### src/hdl/pauli_basis_su2_arith_unit_top_assert.svh
// Assertion macros for the Pauli-basis arithmetic unit
`ifndef PAULI_BASIS_SU2_ARITH_UNIT_TOP_ASSERT_SVH
`define PAULI_BASIS_SU2_ARITH_UNIT_TOP_ASSERT_SVH

// same-cycle implication
`define PBSU_ASSERT_IMP(lbl, ante, cons, msg) \
	lbl: assert property (@(posedge clk) disable iff (!arst_n) (ante) |-> (cons)) \
		else $error(msg);

// next-cycle implication
`define PBSU_ASSERT_NXT(lbl, ante, cons, msg) \
	lbl: assert property (@(posedge clk) disable iff (!arst_n) (ante) |=> (cons)) \
		else $error(msg);

`endif

### src/hdl/pbsu_delay.sv
module pbsu_delay #(
	parameter int WD    = 8,
	parameter int DEPTH = 2
) (
	input  logic          clk,
	input  logic          arst_n,
	input  logic [WD-1:0] din,
	output logic [WD-1:0] dout
);

	logic [WD-1:0] dly_q [DEPTH];

	// plain shift line
	always_ff @(posedge clk or negedge arst_n) begin
		if (!arst_n) begin
			for (int i = 0; i < DEPTH; i++) dly_q[i] <= '0;
		end else begin
			dly_q[0] <= din;
			for (int i = 1; i < DEPTH; i++) dly_q[i] <= dly_q[i-1];
		end
	end

	assign dout = dly_q[DEPTH-1];

endmodule

### config.mk
export PLATFORM = sky130hd
export DESIGN_NAME = pbsu_delay
export DESIGN_NICKNAME = d
export VERILOG_FILES = /design/src/hdl/pauli_basis_su2_arith_unit_top_assert.svh /design/src/hdl/pbsu_delay.sv
export SDC_FILE = /design/constraint.sdc
export NUM_CORES = 1
export LEC_CHECK = 0
export BUFFER_PORTS_ARGS = -buffer_cell sky130_fd_sc_hd__buf_2
export CORE_MARGIN = 5
export CORE_UTILIZATION = 30
export DETAILED_ROUTE_END_ITERATION = 8
export GPL_TIMING_DRIVEN = 0
export MAX_ROUTING_LAYER = met4
export PLACE_DENSITY = 0.54
export SYNTH_ARGS = -nofsm -noshare
export SYNTH_HDL_FRONTEND = slang
export SYNTH_SLANG_ARGS = --single-unit
### constraint.sdc
create_clock -name clk -period 0.9 [get_ports clk]
set_input_delay 0.045 -clock clk [delete_from_list [all_inputs] [get_ports clk]]
set_output_delay 0.045 -clock clk [all_outputs]
set_load 0.005 [all_outputs]
======== After elaboration in Yosys (flattened, before gate mapping) ========
Cells that the tools add are included.
word-level totals
  register bits ........................... 16
  input port bits ......................... 10
  output and inout bits ................... 8
  logic and storage cells ................. 2

======== Depth between registers and ports, before layout ========
  depth after elaboration ................. 0
  gate-level depth with buffers ........... 1
  depth with buffers taken out ............ 0

======== Least setup slack after synthesis ========
Ideal clock, no wire load.
  path kind ............................... reg-to-output
  start point ............................. register dly_q, in the netlist dout[0]
  end point ............................... output port dout[0]
  arrival time ............................ 0.458 ns
  required time ........................... 0.855 ns
  path slack .............................. 0.397 ns
  stages on the path, launching flop included .. 2
  buffers on the path ..................... 1
  path through ............................ dfrtp_1 -> buf_4
RTL lines
  element             line              source
  start: declaration  pbsu_delay.sv:11  logic [WD-1:0] dly_q [DEPTH];
  end: declaration    pbsu_delay.sv:8   output logic [WD-1:0] dout
No word-level cell between the ends.

======== Worst setup path in the final report ========
  start point ............................. register dly_q, in the netlist dout[2]
  end point ............................... output port dout[2]
No word-level cell between the ends.

==> run_results.csv <==
group,metric,value,unit
clocking,cts_buffers,3,
sta,hold_viol,0,
sta,rsz0062_at_grt,"no",
sta,fin_crit_sh,0.9067,
die,coreArea,1489,µm²
sta,max_freq,1.226,GHz
grt,grtUsageMet3,0.009174,
die,die_area,2418,µm²
place,place.gp.congestion,0.6329,
pwr,vdd_drop_max,0.6825,mV
yosys,yosysUniqueCellTypes,2,
critical_path,rr_endpoint,"dout[6]",
sta,worst_slew_pin_slew,325.2,ps
critical_path,path_max_fanout,1,
sta,setup_violations,0,
cells_and_area,antennaDiodeCount,0,
critical_path,worst_setup_path_end_kind,"primary output",
cells_and_area,seq_area,400.4,µm²
clocking,clock_latency,280,ps
clocking,postCtsSetupBuffers,0,
die,dieHeight,49.18,µm
cells_and_area,synthToLayoutAreaGrowth,48.10,%
critical_path,slowest_delay,380,ps
cells_and_area,fin_nets,57,
die,io_pins,18,
cells_and_area,fin_util,0.4580,
sta,drv_slew,0,
drt,drt-initial-drc-count,0,
yosys,yosys_register_bits,16,
grt,grt_max_degree,17,
yosys,synth_fp_nets,34,
critical_path,cp_data_required_time,850,ps
grt,grt_pass1_vias,271,
critical_path,slowest_stage,"dfrtp_1",
grt,busiest_layer,"met4",
flow_run,drv_cap,0,
drt,dr.pass1.iters,1,
clocking,clkTransAtPathRegs,80,ps
drt,vias,231,
place,portBuffers,17,
drt,routedWlPerCell,10.03,µm
cells_and_area,multi_input_area,0,µm²
sta,period_needed,816.0,ps
cells_and_area,nFillCells,128,
cells_and_area,stdcell_count,62,
critical_path,reg2regPathDepth,0,
critical_path,worstSetupPathType,"flop to primary output",
place,place_ws,281.0,ps
grt,use_met1,0.07171,
grt,antenna_found_initial,0,
yosys,synth_area,460.4,µm²
drt,vias_per_cell,3.726,
clocking,cts.sinks,16,
pwr,p_leak,0.3288,nW
clocking,htree_levels,1,
yosys,yosysWarnings,0,
die,die_w,49.18,µm
critical_path,arrival,770,ps
critical_path,cp_cell_sequence,"buf_6",
yosys,synth_cells,24,
place,dp.cells,57,
yosys,syn_area_per_cell,19.19,µm²
grt,grt_usage,0.07115,
clocking,cts_buffer_depth,2,
drt,drc,0,
grt,grt_overflow,0,
drt,ant_nets,0,
run_status,status,"complete, no violations",
hold_path,hold_path_class,"primary input to async pin",
cells_and_area,nMultiInputCombCells,0,
die,fp-row-count,14,
yosys,seq_area_frac_synth,0.8696,
clocking,clock_tree.root_cell,"clkbuf_4",
die,start_util,0.3092,
critical_path,startpoint_type,"flop",
critical_path,path_delay_family,"flip-flops",
cells_and_area,final_cell_mix,"dfrtp_1 (16), dlygate4sd3_1 (9), buf_2 (9), buf_6 (8), clkbuf_4 (3)",
grt,grt_pass1_wl,1145,µm
drt,wirelength,622,µm
critical_path,reg2reg_slack,420,ps
critical_path,r2r-start,"dly_q[14]",
sta,worst_slack,84.01,ps
sta,slew_headroom,0.7832,
grt,gr-usage-met2,0.09013,
cells_and_area,final_common_cell,"dfrtp_1",
pwr,p_per_area,1928,nW/µm²
cells_and_area,layout-drive-gt1-share,0.4565,
critical_path,path_buf_inv,1,
sta,finClkSkew,1.112,ps
sta,final.setup.tns,0,ps
clocking,cts_tree,"done",
[per-stage QoR]
step / area (µm²) / power (mW) / hold slack, ps
after global routing: 681.9 / 1.381 / 242.2
final: 681.9 / 1.314 / 194.0
after floorplan: 460.4 / 0.8037 / -250.6
after global placement: 565.5 / 0.8515 / -44.79
after CTS: 693.2 / 1.344 / 181.1
after detailed placement: 565.5 / 0.8553 / -39.83
[sequential cells by signal, summed over array words and instances, names as in the netlist]
| register | count |
|---|---|
| dly_q | 8 |
| dout | 8 |
[cell type report]
type,instances,share of cell area
well taps,16,0.02936
clock buffers,4,0.05321
repair buffers,26,0.3303
flip-flops and latches,16,0.5872
[cells in the mapped netlist]
cell	instances	area, µm²
dfrtp_1	16	400.4
buf_4	8	60.06
[metal layers]
metal,part of all wire,wire (µm),vias up
li1,-,-,109
met1,0.38,235,107
met2,0.47,295,11
met3,0.068,42,4
met4,0.077,48,0
met5,0,0,-
[power by group]
group,internal (mW),switching [mW]
clock,0.246,0.201
sequential,0.754,0.0122
combinational,0.0710,0.0299
total,1.07,0.243
[repair_timing]
item,CTS,global route
setup endpoints to repair,8,1
hold endpoints to repair,24,0
hold buffers,9,0
pin swaps,0,0
resized for setup,9,0
[worst max path at each step]
stage                     startpoint       to  slack (ps)  depth (start not counted)
final                        dout[2]  dout[2]          80                          1
after global routing         dout[0]  dout[0]          30                          1
after detailed placement     dout[2]  dout[2]         280                          2
after CTS                    dout[0]  dout[0]         -30                          2
after global placement       dout[5]  dout[5]         280                          2
after floorplan              dout[0]  dout[0]         400                          1
[cell families (layout without fill, tap and decap cells)]
family,Yosys count,count (layout),synth area share
buffers and inverters,8,30,0.1304
DFF,16,16,0.8696
Power figures use the tool's default switching activity.
