`config.mk`:
```
export PLATFORM = sky130hd
export DESIGN_NAME = pbsu_sqrt
export DESIGN_NICKNAME = d
export VERILOG_FILES = /design/src/hdl/pauli_basis_su2_arith_unit_top_assert.svh /design/src/hdl/pbsu_pkg.sv /design/src/hdl/pbsu_delay.sv /design/src/hdl/pbsu_sqrt.sv
export SDC_FILE = /design/constraint.sdc
export NUM_CORES = 2
export LEC_CHECK = 0
export ABC_AREA = 1
export BUFFER_PORTS_ARGS = -buffer_cell sky130_fd_sc_hd__buf_2
export CAP_MARGIN = 20
export CORE_UTILIZATION = 46
export DETAILED_ROUTE_END_ITERATION = 16
export SLEW_MARGIN = 10
export SYNTH_ARGS = -nofsm -noshare
export SYNTH_HDL_FRONTEND = slang
export SYNTH_SLANG_ARGS = --single-unit
```
`constraint.sdc`:
```
create_clock -name clk -period 2.22 [get_ports clk]
set_input_delay 0.222 -clock clk [delete_from_list [all_inputs] [get_ports clk]]
set_output_delay 0.222 -clock clk [all_outputs]
set_load 0.02 [all_outputs]
```
`src/hdl/pauli_basis_su2_arith_unit_top_assert.svh`:
```
// Assertion macros for the Pauli-basis arithmetic unit
`ifndef PAULI_BASIS_SU2_ARITH_UNIT_TOP_ASSERT_SVH
`define PAULI_BASIS_SU2_ARITH_UNIT_TOP_ASSERT_SVH

// same-cycle implication
`define PBSU_ASSERT_IMP(lbl, ante, cons, msg) \
	lbl: assert property (@(posedge clk) disable iff (!arst_n) (ante) |-> (cons)) \
		else $error(msg);

// next-cycle implication
`define PBSU_ASSERT_NXT(lbl, ante, cons, msg) \
	lbl: assert property (@(posedge clk) disable iff (!arst_n) (ante) |=> (cons)) \
		else $error(msg);

`endif

```
`src/hdl/pbsu_pkg.sv`:
```
package pbsu_pkg;

	localparam int PBSU_COEF_WIDTH = 32;
	localparam int PBSU_FRAC_BITS  = 30;

	// operation codes
	localparam logic [1:0] MODE_MUL  = 2'd0;
	localparam logic [1:0] MODE_DOT  = 2'd1;
	localparam logic [1:0] MODE_DIST = 2'd2;
	localparam logic [1:0] MODE_INV  = 2'd3;

	// status codes
	localparam logic [1:0] ST_OK   = 2'd0;
	localparam logic [1:0] ST_ZERO = 2'd1;
	localparam logic [1:0] ST_SAT  = 2'd2;

	// control that travels beside the data
	typedef struct packed {
		logic       vld;
		logic [1:0] mode;
		logic       zero;
		logic       sat;
	} pbsu_ctl_t;

endpackage

```
`src/hdl/pbsu_delay.sv`:
```
module pbsu_delay #(
	parameter int WD    = 8,
	parameter int DEPTH = 2
) (
	input  logic          clk,
	input  logic          arst_n,
	input  logic [WD-1:0] din,
	output logic [WD-1:0] dout
);

	logic [WD-1:0] dly_q [DEPTH];

	// plain shift line
	always_ff @(posedge clk or negedge arst_n) begin
		if (!arst_n) begin
			for (int i = 0; i < DEPTH; i++) dly_q[i] <= '0;
		end else begin
			dly_q[0] <= din;
			for (int i = 1; i < DEPTH; i++) dly_q[i] <= dly_q[i-1];
		end
	end

	assign dout = dly_q[DEPTH-1];

endmodule

```
`src/hdl/pbsu_sqrt.sv`:
```
module pbsu_sqrt import pbsu_pkg::*; #(
	parameter int COEF_WIDTH = PBSU_COEF_WIDTH,
	parameter int FRAC_BITS  = PBSU_FRAC_BITS
) (
	input  logic                    clk,
	input  logic                    arst_n,
	input  logic [2*COEF_WIDTH+1:0] dabs,
	output logic [COEF_WIDTH-1:0]   root
);

	localparam int W   = COEF_WIDTH;
	localparam int F   = FRAC_BITS;
	localparam int TW  = 2*W+2;
	localparam int RW  = 2*F+1;
	localparam int SW  = F+1;
	localparam int XW  = 2*F+3;
	localparam int PAD = W-F;
	localparam logic [TW:0] ONE2F = (TW+1)'(1) << (2*F);

	logic signed [TW:0] diff;
	logic               go;
	logic [RW-1:0]      rem_s  [F+2];
	logic [SW-1:0]      root_s [F+2];
	logic [W-1:0]       res_q;

	// 1 - |dot|; nonpositive gives a zero root
	always_comb begin
		diff = signed'(ONE2F) - signed'({1'b0, dabs});
		go   = !diff[TW] && (diff != '0);
	end

	always_ff @(posedge clk) begin
		rem_s[0]  <= go ? diff[RW-1:0] : '0;
		root_s[0] <= '0;
	end

	// one root bit per stage, remainder kept as diff - root^2
	for (genvar j = 0; j <= F; j++) begin : g_step
		localparam int K = F-j;
		logic [XW-1:0] trial;
		logic          take;
		always_comb begin
			trial = (XW'(root_s[j]) << (K+1)) | (XW'(1) << (2*K));
			take  = trial <= XW'(rem_s[j]);
		end
		always_ff @(posedge clk) begin
			rem_s[j+1]  <= take ? rem_s[j] - trial[RW-1:0] : rem_s[j];
			root_s[j+1] <= take ? (root_s[j] | (SW'(1) << K)) : root_s[j];
		end
	end

	// round to nearest
	always_ff @(posedge clk) begin
		res_q <= (rem_s[F+1] > RW'(root_s[F+1])) ? W'(root_s[F+1]) + W'(1)
			: W'(root_s[F+1]);
	end

	// align with the divider latency
	pbsu_delay #(.WD(W), .DEPTH(PAD)) u_pad (
		.clk    (clk),
		.arst_n (arst_n),
		.din    (res_q),
		.dout   (root)
	);

endmodule

```
# After elaboration in Yosys (flattened, before gate mapping)
# Memories as Yosys holds them, arrays and structs flattened.
# Cells that the tools add are included.
dict set report op_classes {
  reduce_logical 3
  magnitude_cmp 32
  mux 64
  n_addsub 33
}
# operator count
set op_table {}
lappend op_table {{$mux 61} 32}
lappend op_table {{$sub 61x61->61} 2}
lappend op_table {{$reduce_bool 67->1} 1}
lappend op_table {{$sub 61x66->67 const A} 1}
lappend op_table {{$le 62x61->1} 1}
lappend op_table {{$mux 31} 2}
lappend op_table {{$gt 61x31->1} 1}
lappend op_table {{$le 32x61->1} 1}
lappend op_table {{$le 33x61->1} 1}
lappend op_table {{$le 34x61->1} 1}
lappend op_table {{$le 35x61->1} 1}
lappend op_table {{$le 36x61->1} 1}
lappend op_table {{$le 37x61->1} 1}
lappend op_table {{$le 38x61->1} 1}
lappend op_table {{$le 39x61->1} 1}
lappend op_table {{$le 40x61->1} 1}
lappend op_table {{$le 41x61->1} 1}
lappend op_table {{$le 42x61->1} 1}
lappend op_table {{$le 43x61->1} 1}
lappend op_table {{$le 44x61->1} 1}
lappend op_table {{$le 45x61->1} 1}
lappend op_table {{$le 46x61->1} 1}
lappend op_table {{$le 47x61->1} 1}
lappend op_table {{$le 48x61->1} 1}
lappend op_table {{75 further kinds} 75}
dict set report totals {
  ramBits 2944
  word_cells 138
  regBits 96
  n_memories 2
  out_inout_bits 32
  in_bits 68
}
# name words word_bits rd rd_clocked_by_memory_dff wr line_no
set memory_table {}
lappend memory_table {rem_s 32 61 32 0 32 pbsu_sqrt.sv:22} ;# logic [RW-1:0] rem_s [F+2];
lappend memory_table {root_s 32 31 32 0 32 pbsu_sqrt.sv:23} ;# logic [SW-1:0] root_s [F+2];

# Logic depth before layout (Yosys ltp)
dict set report logic_depth {
  word_depth 4
  mapped_depth 19
  depth_no_buf 18
}

# Modules after synthesis
# From an unflattened synthesis, not the netlist that was laid out.
dict set report hier_totals {
  hier_cells 14558
  hier_area_um2 111899.8
}
# mod seq_area_each_um2 n_inst area_per_inst_um2 cells_per_inst
set modules_own_cells {}
lappend modules_own_cells {pbsu_sqrt 49647.6 1 110058.1 14462}
lappend modules_own_cells {pbsu_delay 1601.5 1 1841.8 96}

# Worst setup path after synthesis
# No wires, ideal clock.
dict set report synth_path {
  path_type {flip-flop to flip-flop}
  start {mem root_s[30][1] (netlist name)}
  end {mem rem_s[31][38] (netlist name)}
  arrival_ns 2.199
  synth_period_minus_slack_ns 2.318
  n_path_buf 2
  setup_ns 0.120
  path_slack_ns -0.098
  required_ns 2.100
  path_stages_with_launch 15
  path_cell_list {dfxtp_1 -> inv_1 -> ha_1 -> o21ai_1 -> nand2_1 -> a21oi_1 -> o21ai_1 -> a21oi_1 -> o21bai_2 -> nand2_1 -> nand2_2 -> inv_2 -> buf_2 -> buf_2 -> a21oi_1}
}
# item line_no
set synth_rtl {}
lappend synth_rtl {{start: declaration} pbsu_sqrt.sv:23}
lappend synth_rtl {{end: declaration} pbsu_sqrt.sv:22}

==> flow_metrics.env <==
export IMPL_rr_worst_depth=16
export IMPL_crit_path_max_incr_delay_ns=0.41
export IMPL_io_buffers=99
export IMPL_pin_count=100
export IMPL_p_sw_uw=76700
export IMPL_worst_pin_slew_ns=0.682
export IMPL_skew_ns=0.0942
export IMPL_synthCells=14700
export IMPL_highest_layer="met5"
export IMPL_grt_max_degree=65
export IMPL_wl_met3_um=25200
export IMPL_finalCritPeriodShare_pct=120
export IMPL_rr_startpoint="root_s[29][22]"
export IMPL_critPathTopFamily="buffers and inverters"
export IMPL_min_path_cells=10
export IMPL_syn_area_um2=112000
export IMPL_hpwl_um=335000
export IMPL_netlist_top_cells_count="nand2_1, dfxtp_1, inv_1, nor2_1, a21oi_1"
export IMPL_async_reset_ff_share_pct=2.52
export IMPL_dieArea_um2=246000
export IMPL_area_growth_pct=60.2
export IMPL_yosys_top_cells_area="dfxtp_1, nand2_1, inv_1"
export IMPL_track_usage_pct=34.3
export IMPL_drv_cap=0
export IMPL_synth_ff_type="dfxtp_1"
export IMPL_wire_per_inst_um=20.3
export IMPL_die_w_um=496
export IMPL_dr_pass1_iters=6
export IMPL_totalWireLength_um=458000
export IMPL_numCtsBuffers=282
export IMPL_fin_util_pct=74.1
export IMPL_slew_limit_headroom_pct=54.0
export IMPL_stdcell_area_um2=180000
export IMPL_wl_met1_um=186000
export IMPL_finalSetupViolations=745
export IMPL_instances_no_fill=22500
export IMPL_synth_fp_nets=15300
export IMPL_tns_ns=-107.07
export IMPL_hold_class="input pin to flop"
export IMPL_synth_top_cell_area_share_pct=44.2
export IMPL_cts_htree_levels=5
export IMPL_cp_required_ns=3.00
export IMPL_place_area_um2=143000
export IMPL_drt_iter0_drc=8161
export IMPL_synth_cell_type_count=66
export IMPL_antenna_left=0
export IMPL_p_comb_share_pct=44.9
export IMPL_dp_cells=21300
export IMPL_path_buf_inv=7
export IMPL_cts_tree="done"
export IMPL_drc_errors=0
export IMPL_violations="negative setup slack"
export IMPL_die_h_um=496
export IMPL_fin_nets=19800
export IMPL_critPathSlowestCell="o211ai_1"
export IMPL_p_int_uw=125000
export IMPL_synth_edf_count=0
export IMPL_yosysWarnings=0
export IMPL_rsz0062_at_grt="true"
export IMPL_vias=116000
export IMPL_slew_violations=0
export IMPL_ctsLongestPathBuffers=4
export IMPL_clock_latency_ns=0.97
export IMPL_power_density_nw_per_um2=1120
export IMPL_p_sw_share_pct=38.0
export IMPL_yosys_area_top_type="dfxtp_1"
export IMPL_fin_crit_ns=2.66
export IMPL_total_leakage_power_uw=0.0843
export IMPL_hold_start="dabs[63]"
export IMPL_num_rows=181
export IMPL_r2r_end="rem_s[30][11]"
export IMPL_outcome="finished with violations"
export IMPL_fmax_mhz=376
export IMPL_p_seq_share_pct=31.4
export IMPL_antenna_found_initial=15
export IMPL_synth_most_common_cell="nand2_1"
export IMPL_clock_sinks=2544
export IMPL_hold_end="rem_s[0][59]"
export IMPL_vdd_ir_drop_max_uv=959
export IMPL_grt_pass1_wl_um=648000
export IMPL_wl_met2_um=221000
export IMPL_start_util_pct=46.3
export IMPL_grt_overflow=0
export IMPL_avgSynthCellArea_um2=7.65
export IMPL_criticalPathCategory="flop to flop"
export IMPL_gp_congestion=1.01
export IMPL_fin_ws_ns=-0.442
export IMPL_power_share_clock_pct=23.7
export IMPL_clk_pin_slew_ns=0.08
export IMPL_r2r_setup_slack_ns=-0.44
export IMPL_ys_seq_elements=2544
export IMPL_cp_start_kind="flop"
export IMPL_drive_above_1_share_pct=43.6
export IMPL_first_global_vias=112000
export IMPL_path_max_fanout=7
export IMPL_viasPerCell=5.13
export IMPL_path_cells="inv_2 > ha_4 > buf_4 > nand2_4 > nor2_4 > inv_2 > nor2_4 > inv_1 > o211ai_1 > nand2_2 > nand4_4 > clkinv_8 > buf_12 > clkbuf_16 > nand2_2 > o21ai_1"
export IMPL_crit_path_end_kind="flop"
export IMPL_final_hold_viol_count=0
export IMPL_design_core_area_um2=243000
export IMPL_cp_arrival_ns=3.44
export IMPL_ys_seq_area_share_pct=45.6
export IMPL_cts_root_buffer="clkbuf_16"
[layout make-up]
cell class / count / area [µm²]
Antenna cell: 6 / 15.0
Clock buffer: 370 / 7970
Clock inverter: 115 / 1450
Fill cell: 18000 / 63000
Inverter: 2301 / 8810
Multi-Input combinational cell: 9670 / 69200
Sequential cell: 2544 / 52000
Tap cell: 3202 / 4010
Timing Repair Buffer: 4329 / 36500
Timing Repair inverter: 4 / 41.3
[sequential cells by signal, summed over array words and instances, names as in the netlist]
register / flops
rem_s: 1952
res_q: 32
root_s: 496
u_pad.dly_q: 32
u_pad.dout: 32
[timing repair]
action	in CTS	in global routing
gates cloned	84	38
hold buffers	79	0
setup buffers	364	284
gates resized for setup	2858	2659
hold endpoints to repair	125	0
endpoints found under the setup margin	938	1061
pin swaps	522	784
[worst reg2reg max path, stage by stage (launching register included)]
cell	delay, ns
dfxtp_2	0.34
inv_2	0.05
ha_4	0.29
buf_4	0.13
nand2_4	0.06
nor2_4	0.10
inv_2	0.06
nor2_4	0.11
inv_1	0.07
o211ai_1	0.41
nand2_2	0.16
nand4_4	0.19
clkinv_8	0.10
buf_12	0.17
clkbuf_16	0.19
nand2_2	0.06
o21ai_1	0.05
[power by group through the flow]
stage / Clock, µW / Combinational [µW] / Sequential [µW]
2_1_floorplan: 0 / 34200 / 58300
3_3_place_gp: 0 / 70300 / 62800
3_5_place_dp: 0 / 70200 / 62700
4_1_cts: 48300 / 78200 / 62400
5_1_grt: 50200 / 97700 / 63700
6_report: 47800 / 90600 / 63500
[cells in the final DEF (no fill, tap or decap), types with 292 or more instances in the layout]
cell type  synthesis  layout
dfxtp_1         2480    2014
o21ai_0          861     299
clkbuf_16          0     320
ha_4               0     356
inv_1           2291    2001
nand2_4            3     292
a21oi_1          961     421
a21oi_2            0     404
nand2_1         2678    1956
nand2_2            8     435
xor2_1           355     326
nor2_1          1955    1570
nand3_1          492     392
o21ai_2            0     308
dfxtp_2            0     393
xnor2_1          386     339
buf_4             32    3710
[logic make-up (layout without fill, tap and decap cells)]
kind of cell	after synthesis	count (layout)	synth area share, %
other	1	7	0.00334
adders and majority gates	558	558	6.21
xor gates and xnor gates	742	742	5.79
buffers and inverters	2479	7119	8.50
DFF	2544	2544	45.6
and+or+nand+nor	6172	6172	23.4
AOI/OAI and AO/OA	2197	2197	10.5
[stage by stage]
| stage | total power (µW) | hold WS [ns] | setup slack, ns |
|---|---|---|---|
| final | 202000 | 0.0631 | -0.442 |
| after global routing | 211000 | 0.0957 | -0.446 |
| after CTS | 189000 | 0.00358 | -0.276 |
| after detailed placement | 133000 | 0.242 | -1.13 |
| after global placement | 133000 | 0.249 | -1.17 |
| after floorplan | 92500 | -0.0736 | -0.0165 |
[worst max-delay path by stage]
stage                         from       endpoint  slack (ns)  depth (start not counted)
floorplan           root_s[21][10]  rem_s[22][26]       -0.02                         15
CTS                  rem_s[27][34]  rem_s[28][41]       -0.28                         13
detailed placement  root_s[21][21]  rem_s[22][38]       -1.13                         14
global route        root_s[29][23]  rem_s[30][31]       -0.45                         17
finish              root_s[29][22]  rem_s[30][11]       -0.44                         16
global placement    root_s[21][21]  rem_s[22][36]       -1.17                         14
[per-layer routing]
layer | up-vias | global-route usage (%)
li1 | 56100 | -
met1 | 54600 | 42.3
met2 | 3675 | 59.3
met3 | 1238 | 4.21
met4 | 10 | 16.4
met5 | - | 0
(Power assumes the default switching activity.)
